[src/rtl/core/lcbc_pkg.sv]
// Shared constants, codes and control structs of the lamp command byte controller.
package lcbc_pkg;

   // Protocol bytes.
   localparam logic [7:0] BYTE_COUNT = 8'd150;
   localparam logic [7:0] BYTE_GET   = 8'd160;
   localparam logic [7:0] BYTE_SET   = 8'd170;
   localparam logic [7:0] BYTE_EXEC  = 8'd198;

   // A brightness value is valid when it lies below this limit.
   localparam logic [7:0] VALUE_LIMIT = 8'd101;

   localparam int         DEF_MAX_LAMPS    = 8;
   localparam logic [3:0] LAMP_COUNT_RESET = 4'd8;

   // Register indexes, taken from address bit 2.
   localparam logic REG_LAMP_COUNT   = 1'b0;
   localparam logic REG_INDEX_OFFSET = 1'b1;

   // Result kinds.
   localparam logic KIND_ANSWER = 1'b0;
   localparam logic KIND_UPDATE = 1'b1;

   typedef enum logic [1:0] {
      EMIT_COUNT = 2'd0,
      EMIT_TABLE = 2'd1,
      EMIT_TAIL  = 2'd2,
      EMIT_SET   = 2'd3
   } emit_sel_type;

   typedef struct packed {
      logic [3:0] lamp_count;
      logic [7:0] index_offset;
   } cfg_type;

   typedef struct packed {
      logic         load_value;
      logic         load_index;
      logic         clear_pending;
      logic         start;
      logic         cnt_inc;
      logic         mem_wr;
      logic         emit;
      emit_sel_type emit_sel;
   } cmd_type;

   typedef struct packed {
      logic is_count;
      logic is_get;
      logic is_set;
      logic is_exec;
      logic idx_ok;
      logic val_ok;
      logic n_zero;
      logic out_free;
      logic at_end;
   } sts_type;

endpackage

[src/rtl/core/lcbc_req_if.sv]
// Input channel carrying one received byte per item.
interface lcbc_req_if;
   logic       valid;
   logic       ready;
   logic [7:0] rx_byte;

   modport source (output valid, output rx_byte, input ready);
   modport sink   (input valid, input rx_byte, output ready);
endinterface

[src/rtl/core/lcbc_rsp_if.sv]
// Result channel carrying answer bytes and lamp update events.
interface lcbc_rsp_if;
   logic       valid;
   logic       ready;
   logic       kind;
   logic [7:0] data_byte;
   logic [2:0] lamp_index;
   logic       last;

   modport source (output valid, output kind, output data_byte, output lamp_index,
                   output last, input ready);
   modport sink   (input valid, input kind, input data_byte, input lamp_index,
                   input last, output ready);
endinterface

[src/rtl/core/lcbc_csr.sv]
// Configuration registers behind the APB-style port.
module lcbc_csr
   import lcbc_pkg::*;
(
   input  logic        clock,
   input  logic        reset,
   input  logic        psel,
   input  logic        penable,
   input  logic        pwrite,
   input  logic [2:0]  paddr,
   input  logic [31:0] pwdata,
   output logic [31:0] prdata,
   output logic        pready,
   output cfg_type     cfg
);

   logic [3:0] lamp_count_ff, lamp_count_in;
   logic [7:0] index_offset_ff, index_offset_in;
   logic       wr_en;

   assign pready = 1'b1;
   assign wr_en  = psel && penable && pwrite;

   always_comb begin
      lamp_count_in   = lamp_count_ff;
      index_offset_in = index_offset_ff;
      if (wr_en) begin
         if (paddr[2] == REG_LAMP_COUNT) begin
            lamp_count_in = pwdata[3:0];
         end else begin
            index_offset_in = pwdata[7:0];
         end
      end
   end

   always_ff @(posedge clock) begin
      if (reset) begin
         lamp_count_ff   <= LAMP_COUNT_RESET;
         index_offset_ff <= 8'd0;
      end else begin
         lamp_count_ff   <= lamp_count_in;
         index_offset_ff <= index_offset_in;
      end
   end

   always_comb begin
      if (paddr[2] == REG_INDEX_OFFSET) begin
         prdata = {24'd0, index_offset_ff};
      end else begin
         prdata = {28'd0, lamp_count_ff};
      end
   end

   assign cfg.lamp_count   = lamp_count_ff;
   assign cfg.index_offset = index_offset_ff;

endmodule

[src/rtl/core/lcbc_datapath.sv]
// Datapath: pending parameters, brightness table, lamp counter and result register.
module lcbc_datapath
   import lcbc_pkg::*;
#(
   parameter int MAX_LAMPS = DEF_MAX_LAMPS
)
(
   input  logic       clock,
   input  logic       reset,
   input  logic [7:0] rx_byte,
   input  cfg_type    cfg,
   input  cmd_type    cmd,
   output sts_type    sts,
   output logic       rsp_valid,
   input  logic       rsp_ready,
   output logic       rsp_kind,
   output logic [7:0] rsp_data_byte,
   output logic [2:0] rsp_lamp_index,
   output logic       rsp_last
);

   localparam int IDX_W = (MAX_LAMPS > 1) ? $clog2(MAX_LAMPS) : 1;

   logic [3:0]        lamps_n;
   logic signed [8:0] rx_idx;
   logic signed [8:0] pend_idx_ff, pend_idx_in;
   logic signed [8:0] pend_val_ff, pend_val_in;
   logic [IDX_W-1:0]  cnt_ff, cnt_in;
   logic              single_ff, single_in;
   logic [6:0]        val_ff, val_in;
   logic              idx_ok, val_ok;

   logic [6:0]           mem [MAX_LAMPS];
   logic [MAX_LAMPS-1:0] vld_ff;
   logic [6:0]           rd_data_ff;
   logic                 rd_vld_ff;
   logic [6:0]           table_value;

   logic       out_valid_ff, out_valid_in;
   logic       out_kind_ff, out_kind_in;
   logic [7:0] out_data_ff, out_data_in;
   logic [2:0] out_idx_ff, out_idx_in;
   logic       out_last_ff, out_last_in;
   logic       out_free;
   logic       at_end;

   // The count in use never exceeds the table depth.
   always_comb begin
      if ({3'b000, cfg.lamp_count} > 7'(MAX_LAMPS)) begin
         lamps_n = 4'(MAX_LAMPS);
      end else begin
         lamps_n = cfg.lamp_count;
      end
   end

   assign rx_idx = $signed({1'b0, rx_byte}) - $signed({1'b0, cfg.index_offset});

   assign idx_ok = !pend_idx_ff[8] && (pend_idx_ff[7:0] < {4'd0, lamps_n});
   assign val_ok = !pend_val_ff[8] && (pend_val_ff[7:0] < VALUE_LIMIT);

   always_comb begin
      pend_idx_in = pend_idx_ff;
      pend_val_in = pend_val_ff;
      if (cmd.clear_pending) begin
         pend_idx_in = '1;
         pend_val_in = '1;
      end else begin
         if (cmd.load_value) begin
            pend_val_in = $signed({1'b0, rx_byte});
         end
         if (cmd.load_index) begin
            pend_idx_in = rx_idx;
         end
      end
   end

   always_ff @(posedge clock) begin
      if (reset) begin
         pend_idx_ff <= '1;
         pend_val_ff <= '1;
      end else begin
         pend_idx_ff <= pend_idx_in;
         pend_val_ff <= pend_val_in;
      end
   end

   // Execute registers: start lamp, single-lamp flag and value to write.
   always_comb begin
      cnt_in    = cnt_ff;
      single_in = single_ff;
      val_in    = val_ff;
      if (cmd.start) begin
         cnt_in    = idx_ok ? pend_idx_ff[IDX_W-1:0] : '0;
         single_in = idx_ok;
         val_in    = pend_val_ff[6:0];
      end else if (cmd.cnt_inc) begin
         cnt_in = cnt_ff + IDX_W'(1);
      end
   end

   always_ff @(posedge clock) begin
      cnt_ff    <= cnt_in;
      single_ff <= single_in;
      val_ff    <= val_in;
   end

   assign at_end = single_ff || ((8'(cnt_ff) + 8'd1) == {4'd0, lamps_n});

   // Brightness table; an entry never written since reset reads as zero.
   always_ff @(posedge clock) begin
      if (cmd.mem_wr) begin
         mem[cnt_ff] <= val_ff;
      end
      rd_data_ff <= mem[cnt_ff];
      rd_vld_ff  <= vld_ff[cnt_ff];
   end

   always_ff @(posedge clock) begin
      if (reset) begin
         vld_ff <= '0;
      end else if (cmd.mem_wr) begin
         vld_ff[cnt_ff] <= 1'b1;
      end
   end

   assign table_value = rd_vld_ff ? rd_data_ff : 7'd0;

   // Result register.
   assign out_free = !out_valid_ff || rsp_ready;

   always_comb begin
      out_valid_in = out_valid_ff && !rsp_ready;
      out_kind_in  = out_kind_ff;
      out_data_in  = out_data_ff;
      out_idx_in   = out_idx_ff;
      out_last_in  = out_last_ff;
      if (cmd.emit) begin
         out_valid_in = 1'b1;
         case (cmd.emit_sel)
            EMIT_COUNT: begin
               out_kind_in = KIND_ANSWER;
               out_data_in = {4'd0, lamps_n};
               out_idx_in  = 3'd0;
               out_last_in = 1'b0;
            end
            EMIT_TABLE: begin
               out_kind_in = KIND_ANSWER;
               out_data_in = {1'b0, table_value};
               out_idx_in  = 3'd0;
               out_last_in = 1'b0;
            end
            EMIT_TAIL: begin
               out_kind_in = KIND_ANSWER;
               out_data_in = BYTE_EXEC;
               out_idx_in  = 3'd0;
               out_last_in = 1'b1;
            end
            default: begin
               out_kind_in = KIND_UPDATE;
               out_data_in = {1'b0, val_ff};
               out_idx_in  = 3'(cnt_ff);
               out_last_in = at_end;
            end
         endcase
      end
   end

   always_ff @(posedge clock) begin
      if (reset) begin
         out_valid_ff <= 1'b0;
      end else begin
         out_valid_ff <= out_valid_in;
      end
      out_kind_ff <= out_kind_in;
      out_data_ff <= out_data_in;
      out_idx_ff  <= out_idx_in;
      out_last_ff <= out_last_in;
   end

   assign rsp_valid      = out_valid_ff;
   assign rsp_kind       = out_kind_ff;
   assign rsp_data_byte  = out_data_ff;
   assign rsp_lamp_index = out_idx_ff;
   assign rsp_last       = out_last_ff;

   assign sts.is_count = (rx_byte == BYTE_COUNT);
   assign sts.is_get   = (rx_byte == BYTE_GET);
   assign sts.is_set   = (rx_byte == BYTE_SET);
   assign sts.is_exec  = (rx_byte == BYTE_EXEC);
   assign sts.idx_ok   = idx_ok;
   assign sts.val_ok   = val_ok;
   assign sts.n_zero   = (lamps_n == 4'd0);
   assign sts.out_free = out_free;
   assign sts.at_end   = at_end;

endmodule

[src/rtl/core/lcbc_controller.sv]
// Controller: command parser and the sequencer that runs an execute byte.
module lcbc_controller
   import lcbc_pkg::*;
(
   input  logic    clock,
   input  logic    reset,
   input  logic    req_valid,
   output logic    req_ready,
   input  sts_type sts,
   output cmd_type cmd
);

   typedef enum logic [5:0] {
      ST_IDLE  = 6'b000001,
      ST_COUNT = 6'b000010,
      ST_READ  = 6'b000100,
      ST_GET   = 6'b001000,
      ST_SET   = 6'b010000,
      ST_TAIL  = 6'b100000
   } state_type;

   typedef enum logic [3:0] {
      MODE_IDLE  = 4'b0001,
      MODE_COUNT = 4'b0010,
      MODE_GET   = 4'b0100,
      MODE_SET   = 4'b1000
   } mode_type;

   typedef enum logic [2:0] {
      STG_STARTED = 3'b001,
      STG_VALUE   = 3'b010,
      STG_DONE    = 3'b100
   } stage_type;

   state_type state_ff, state_in;
   mode_type  mode_ff, mode_in;
   stage_type stage_ff, stage_in;
   logic      accept;

   assign req_ready = (state_ff == ST_IDLE);
   assign accept    = req_valid && req_ready;

   always_comb begin
      state_in = state_ff;
      mode_in  = mode_ff;
      stage_in = stage_ff;
      cmd      = '0;
      cmd.emit_sel = EMIT_COUNT;
      case (state_ff)
         ST_IDLE: begin
            if (accept && sts.is_exec) begin
               // Every execute byte returns the parser to idle.
               mode_in           = MODE_IDLE;
               stage_in          = STG_STARTED;
               cmd.start         = 1'b1;
               cmd.clear_pending = 1'b1;
               case (mode_ff)
                  MODE_COUNT: state_in = ST_COUNT;
                  MODE_GET: begin
                     state_in = (!sts.idx_ok && sts.n_zero) ? ST_TAIL : ST_READ;
                  end
                  MODE_SET: begin
                     if (sts.val_ok && (sts.idx_ok || !sts.n_zero)) begin
                        state_in = ST_SET;
                     end
                  end
                  default: state_in = ST_IDLE;
               endcase
            end else if (accept) begin
               case (mode_ff)
                  MODE_IDLE: begin
                     stage_in = STG_STARTED;
                     if (sts.is_count) begin
                        mode_in = MODE_COUNT;
                     end else if (sts.is_get) begin
                        mode_in = MODE_GET;
                     end else if (sts.is_set) begin
                        mode_in = MODE_SET;
                     end
                  end
                  MODE_GET: begin
                     // After the index byte further parameter bytes are ignored.
                     if (stage_ff == STG_STARTED) begin
                        cmd.load_index = 1'b1;
                        stage_in       = STG_DONE;
                     end
                  end
                  MODE_SET: begin
                     if (stage_ff == STG_STARTED) begin
                        cmd.load_value = 1'b1;
                        stage_in       = STG_VALUE;
                     end else if (stage_ff == STG_VALUE) begin
                        cmd.load_index = 1'b1;
                        stage_in       = STG_DONE;
                     end else begin
                        cmd.clear_pending = 1'b1;
                        mode_in           = MODE_IDLE;
                        stage_in          = STG_STARTED;
                     end
                  end
                  default: begin
                     cmd.clear_pending = 1'b1;
                     mode_in           = MODE_IDLE;
                     stage_in          = STG_STARTED;
                  end
               endcase
            end
         end
         ST_COUNT: begin
            if (sts.out_free) begin
               cmd.emit     = 1'b1;
               cmd.emit_sel = EMIT_COUNT;
               state_in     = ST_TAIL;
            end
         end
         ST_READ: begin
            // The table read issued here is registered for the next cycle.
            state_in = ST_GET;
         end
         ST_GET: begin
            if (sts.out_free) begin
               cmd.emit     = 1'b1;
               cmd.emit_sel = EMIT_TABLE;
               if (sts.at_end) begin
                  state_in = ST_TAIL;
               end else begin
                  cmd.cnt_inc = 1'b1;
                  state_in    = ST_READ;
               end
            end
         end
         ST_SET: begin
            if (sts.out_free) begin
               cmd.emit     = 1'b1;
               cmd.emit_sel = EMIT_SET;
               cmd.mem_wr   = 1'b1;
               if (sts.at_end) begin
                  state_in = ST_IDLE;
               end else begin
                  cmd.cnt_inc = 1'b1;
               end
            end
         end
         ST_TAIL: begin
            if (sts.out_free) begin
               cmd.emit     = 1'b1;
               cmd.emit_sel = EMIT_TAIL;
               state_in     = ST_IDLE;
            end
         end
         default: begin
            state_in = ST_IDLE;
         end
      endcase
   end

   always_ff @(posedge clock) begin
      if (reset) begin
         state_ff <= ST_IDLE;
         mode_ff  <= MODE_IDLE;
         stage_ff <= STG_STARTED;
      end else begin
         state_ff <= state_in;
         mode_ff  <= mode_in;
         stage_ff <= stage_in;
      end
   end

   a_emit_needs_room: assert property (@(posedge clock) disable iff (reset)
      cmd.emit |-> sts.out_free)
      else $error("result loaded while the result register is full");

   a_write_emits: assert property (@(posedge clock) disable iff (reset)
      cmd.mem_wr |-> (cmd.emit && state_ff == ST_SET))
      else $error("table written without an update event");

   a_no_step_past_end: assert property (@(posedge clock) disable iff (reset)
      cmd.cnt_inc |-> !sts.at_end)
      else $error("lamp counter stepped past the last lamp");

   a_bad_value_silent: assert property (@(posedge clock) disable iff (reset)
      (accept && sts.is_exec && mode_ff == MODE_SET && !sts.val_ok) |=> state_ff == ST_IDLE)
      else $error("set with an invalid value started a run");

endmodule

[src/rtl/core/lamp_command_byte_controller.sv]
// Top level of the lamp command byte controller.
//
// Bytes from a serial link enter on req_chan, one item per byte. Results
// leave on rsp_chan: answer bytes (kind 0) ending in 198, or lamp update
// events (kind 1) with the lamp index; last marks the final result of a byte.
// lamp_count and index_offset are registers at byte addresses 0 and 4 of the
// APB-style port; the user must write them while the block is idle, unenforced.
//
// A parameter byte is accepted whenever the sequencer is idle. An execute
// byte holds req_chan off while its run plays out through the sequencer:
// a count query emits the count, then the tail; a query reads each lamp
// asked for (one, or all n lamps in use) from the single-port brightness
// table and emits it, then the tail; a set writes and emits an update for each
// lamp. A result register parts the two channels; when the receiver stalls,
// the sequencer waits on it. Reset returns the parser to idle and clears the
// brightness table through per-entry valid bits, with no clearing pass.
module lamp_command_byte_controller
   import lcbc_pkg::*;
#(
   parameter int MAX_LAMPS = DEF_MAX_LAMPS
)
(
   input  logic        clock,
   input  logic        reset,
   lcbc_req_if.sink    req_chan,
   lcbc_rsp_if.source  rsp_chan,
   input  logic        psel,
   input  logic        penable,
   input  logic        pwrite,
   input  logic [2:0]  paddr,
   input  logic [31:0] pwdata,
   output logic [31:0] prdata,
   output logic        pready
);

   cfg_type cfg;
   cmd_type cmd;
   sts_type sts;
   logic    req_ready;

   assign req_chan.ready = req_ready;

   lcbc_csr u_csr (
      .clock   (clock),
      .reset   (reset),
      .psel    (psel),
      .penable (penable),
      .pwrite  (pwrite),
      .paddr   (paddr),
      .pwdata  (pwdata),
      .prdata  (prdata),
      .pready  (pready),
      .cfg     (cfg)
   );

   lcbc_controller u_controller (
      .clock     (clock),
      .reset     (reset),
      .req_valid (req_chan.valid),
      .req_ready (req_ready),
      .sts       (sts),
      .cmd       (cmd)
   );

   lcbc_datapath #(
      .MAX_LAMPS (MAX_LAMPS)
   ) u_datapath (
      .clock          (clock),
      .reset          (reset),
      .rx_byte        (req_chan.rx_byte),
      .cfg            (cfg),
      .cmd            (cmd),
      .sts            (sts),
      .rsp_valid      (rsp_chan.valid),
      .rsp_ready      (rsp_chan.ready),
      .rsp_kind       (rsp_chan.kind),
      .rsp_data_byte  (rsp_chan.data_byte),
      .rsp_lamp_index (rsp_chan.lamp_index),
      .rsp_last       (rsp_chan.last)
   );

endmodule

[src/flat_wrapper.sv]
// flat-port wrapper written by rule: the top's interface ports become plain ports
module lamp_command_byte_controller_flat import lcbc_pkg::*;
#(
   parameter int MAX_LAMPS = DEF_MAX_LAMPS
)
  (clock, reset, psel, penable, pwrite, paddr, pwdata, prdata, pready, req_chan_valid, req_chan_rx_byte, req_chan_ready, rsp_chan_valid, rsp_chan_kind, rsp_chan_data_byte, rsp_chan_lamp_index, rsp_chan_last, rsp_chan_ready);
  lcbc_req_if req_chan_i ();
  lcbc_rsp_if rsp_chan_i ();
  input  logic clock;
  input  logic reset;
  input  logic psel;
  input  logic penable;
  input  logic pwrite;
  input  logic [2:0] paddr;
  input  logic [31:0] pwdata;
  output logic [31:0] prdata;
  output logic pready;
  input wire logic [$bits(req_chan_i.valid)-1:0] req_chan_valid;
  input wire logic [$bits(req_chan_i.rx_byte)-1:0] req_chan_rx_byte;
  output wire logic [$bits(req_chan_i.ready)-1:0] req_chan_ready;
  output wire logic [$bits(rsp_chan_i.valid)-1:0] rsp_chan_valid;
  output wire logic [$bits(rsp_chan_i.kind)-1:0] rsp_chan_kind;
  output wire logic [$bits(rsp_chan_i.data_byte)-1:0] rsp_chan_data_byte;
  output wire logic [$bits(rsp_chan_i.lamp_index)-1:0] rsp_chan_lamp_index;
  output wire logic [$bits(rsp_chan_i.last)-1:0] rsp_chan_last;
  input wire logic [$bits(rsp_chan_i.ready)-1:0] rsp_chan_ready;
  assign req_chan_i.valid = req_chan_valid;
  assign req_chan_i.rx_byte = req_chan_rx_byte;
  assign req_chan_ready = req_chan_i.ready;
  assign rsp_chan_valid = rsp_chan_i.valid;
  assign rsp_chan_kind = rsp_chan_i.kind;
  assign rsp_chan_data_byte = rsp_chan_i.data_byte;
  assign rsp_chan_lamp_index = rsp_chan_i.lamp_index;
  assign rsp_chan_last = rsp_chan_i.last;
  assign rsp_chan_i.ready = rsp_chan_ready;
  lamp_command_byte_controller #(.MAX_LAMPS(MAX_LAMPS)) u_core (.clock(clock), .reset(reset), .req_chan(req_chan_i), .rsp_chan(rsp_chan_i), .psel(psel), .penable(penable), .pwrite(pwrite), .paddr(paddr), .pwdata(pwdata), .prdata(prdata), .pready(pready));
endmodule
[config.mk]
export PLATFORM = sky130hd
export DESIGN_NAME = lamp_command_byte_controller_flat
export DESIGN_NICKNAME = d
export VERILOG_FILES = /design/src/rtl/core/lcbc_pkg.sv /design/src/rtl/core/lcbc_req_if.sv /design/src/rtl/core/lcbc_rsp_if.sv /design/src/rtl/core/lcbc_csr.sv /design/src/rtl/core/lcbc_datapath.sv /design/src/rtl/core/lcbc_controller.sv /design/src/rtl/core/lamp_command_byte_controller.sv /design/src/flat_wrapper.sv
export SDC_FILE = /design/constraint.sdc
export NUM_CORES = 1
export LEC_CHECK = 0
export BUFFER_PORTS_ARGS = -buffer_cell sky130_fd_sc_hd__buf_2
export CORE_MARGIN = 2
export CORE_UTILIZATION = 57
export DETAILED_ROUTE_END_ITERATION = 10
export GPL_TIMING_DRIVEN = 0
export HOLD_SLACK_MARGIN = 0.1
export MAX_ROUTING_LAYER = met4
export PLACE_DENSITY_LB_ADDON = 0.15
export SLEW_MARGIN = 10
export SYNTH_ARGS = -nofsm -noshare
export SYNTH_HDL_FRONTEND = slang
export SYNTH_SLANG_ARGS = --single-unit
[constraint.sdc]
create_clock -name clock -period 3 [get_ports clock]
set_input_delay 0.3 -clock clock [delete_from_list [all_inputs] [get_ports clock]]
set_output_delay 0.3 -clock clock [all_outputs]
set_load 0.02 [all_outputs]
==> qor.yml <==
status: "finished, final reports clean"
final_area_um2: 7880
cts_max_level: 4
critPathCaptureType: "flip-flop"
syn_inst: 609
yosysMostFrequentCell: "edfxtp_1"
clockBufferDepth: 2
wire_per_inst_um: 18.6
cts_made_buffers: 17
crit_family: "simple AND/OR/NAND/NOR gates"
worst_hold_path_type: "in -> reg"
synth_top_area_cell: "edfxtp_1"
cts-root-buf: "clkbuf_16"
post-place-cells: 822
antenna_found_initial: 0
dp_hpwl_mm: 11.4
synth_seq_cells: 140
synth_flop_cell: "edfxtp_1"
final_cells: 854
synth_top_area_share_pct: 35.7
vias: 5103
cp-start-kind: "flip-flop"
clk_pin_slew_ns: 0.06
drc: 0
critical_path.max_stage_delay_ns: 0.73
synth-edff-count: 80
vdd_drop_max_mv: 0.544
nets: 761
drtIter0Drc: 469
core_um2: 11500
syn-cell-area_um2: 6730
post_cts_buffers: 0
gp_congestion: 0.918
ant_nets: 0
hold_buffers: 0
dieArea_um2: 12700
crit_required_ns: 3.04
drv_cap: 0
tightest_slew_ns: 1.01
hold_viol: 0
min_period_over_period_pct: 94.0
io_buffers: 46
synth-seq-area-share_pct: 53.6
start_util_pct: 58.7
synthTopCellsByCount: "edfxtp_1 (80), nand2_1 (75), dfxtp_1 (60), nor2_1 (36), buf_4 (28)"
yosysWarnings: 0
slowest_stage: "nor2_1"
layout_min_cycle_time_ns: 2.82
tritoncts: "built"
async_flop_share_pct: 0
viasPerCell: 5.98
die_h_um: 113
path_buf_inv: 1
die_w_um: 113
slew_viol_final: 0
static-leakage-power_nw: 3.08
rsz0062_at_grt: "false"
grt_pass1_wl_mm: 25.1
setup_viol_count_final: 0
worstSetupPathType: "reg -> reg"
skew_ns: 0.00612
synth_cell_types: 79
drt-pass1-iter-count: 7
postSynthAreaPerCell_um2: 11.0
grt_overflow: 0
drive_gt1_share_pct: 22.8
cts_sinks: 140
maxSlewHeadroom_pct: 32.3
worstPathMaxFanout: 10
ios: 98
grt_start_max_net_pins: 17
clock_latency_ns: 0.42
post_dp_cell_area_um2: 7240
rows: 39
wl_mm: 15.9
crit_chain: "nor4_4 > nand4_1 > inv_2 > nand2_1 > nor2_1"
fin_hold_ws_ns: 0.119
grt_util_all_layers_pct: 26.4
post_cts_resized: 1
synthTopCellsByArea: "edfxtp_1 (36%), dfxtp_1 (18%), nand2_1 (4.2%), buf_4 (3.1%), ha_1 (2.2%)"
tns_ns: 0
diodes: 0
fmax_ghz: 0.355
grt_pass1_vias: 4892
power_density_nw_per_um2: 614
critPathArrivalTime_ns: 2.86
syn_to_final_growth_pct: 17.1
finish.utilization_pct: 68.7
==> through the flow <==
step | worst slack, ns | power (mW)
floorplan | 0.758 | 2.53
global placement | -0.00691 | 2.65
detailed placement | -0.0590 | 2.66
CTS | 0.0557 | 4.84
global route | 0.00613 | 4.99
finish | 0.180 | 4.84
==> routing by layer <==
| metal | vias to the layer above | wire length [um] | track usage, % |
|---|---|---|---|
| met2 | 232 | 7460 | 40.8 |
| met3 | 26 | 1300 | 6.10 |
| li1 | 2409 | - | - |
| met5 | - | 0 | - |
| met4 | 0 | 232 | 8.62 |
| met1 | 2436 | 6930 | 34.8 |
==> layout make-up <==
type,instances,area (um2)
plain buffers,51,332
clock buffers,18,429
clock inverters,14,191
fillers,856,3590
inverters,22,82.6
multi-input cells,419,2820
flip-flops and latches,140,3600
well taps,143,179
repair buffers,47,235
==> sequential cells by signal (all words and copies together) (netlist names), 3 cells and up <==
name	cells
u_core.u_datapath.pend_idx_ff	9
u_core.u_csr.lamp_count_ff	4
u_core.u_datapath.vld_ff	8
u_core.u_datapath.val_ff	7
u_core.u_datapath.cnt_ff	3
u_core.u_datapath.rd_data_ff	7
u_core.u_datapath.rsp_data_byte	8
u_core.u_controller.state_ff	6
u_core.u_controller.stage_ff	3
u_core.u_csr.index_offset_ff	8
u_core.u_controller.mode_ff	4
u_core.u_datapath.mem	56
u_core.u_datapath.rsp_lamp_index	3
u_core.u_datapath.pend_val_ff	9
==> placed cells by master, fill, tap and decap left out, types with 10 or more instances in the layout <==
master | netlist | layout
a21oi_1 | 24 | 24
buf_2 | 10 | 57
buf_4 | 28 | 28
clkbuf_16 | 0 | 17
conb_1 | 2 | 25
dfxtp_1 | 60 | 60
edfxtp_1 | 80 | 80
ha_1 | 12 | 12
inv_1 | 20 | 20
mux2_2 | 10 | 10
mux2i_1 | 15 | 15
nand2_1 | 75 | 75
nand2b_1 | 10 | 10
nand3_1 | 12 | 12
nor2_1 | 36 | 36
o21ai_0 | 18 | 18
==> kinds of logic (layout without fill, tap and decap cells) <==
kind of cell / count (synthesis) / count (layout) / share of synthesized area (%)
fa+ha+maj: 13 / 13 / 2.53
compound gates: 130 / 130 / 14.3
flops: 140 / 140 / 53.6
simple gates: 212 / 212 / 16.8
xor+xnor: 10 / 10 / 1.30
buf+inv: 73 / 152 / 6.16
mux: 29 / 29 / 5.24
other cells: 2 / 25 / 0.112
==> path summary, 6_finish.rpt <==
path                                                       start                         endpoint  slack (ns)  depth (start not counted)
worst max-delay path             u_core.u_controller.state_ff[2]      u_core.u_datapath.mem[7][4]        0.18                          5
worst min-delay path                                   pwdata[4]  u_core.u_csr.index_offset_ff[4]        0.12                          3
worst max register to register   u_core.u_controller.state_ff[2]      u_core.u_datapath.mem[7][4]        0.18                          5
worst min register to register  u_core.u_datapath.pend_val_ff[6]      u_core.u_datapath.val_ff[6]        0.47                          0
==> worst min-delay path: cells and delay by family <==
kind | cells | cell delay (ns)
AO/OA/AOI/OAI | 1 | 0.05
buffers and inverters | 1 | 0.10
AND/OR/NAND/NOR | 1 | 0.05
==> report_power, final <==
group	internal [mW]	leakage, nW	total [mW]	switching (mW)
Combinational	0.207	1.58	0.553	0.346
Sequential	2.05	1.20	2.08	0.0332
Clock	1.39	0.306	2.20	0.808
Note: power is estimated with default switching activity, not from simulation.
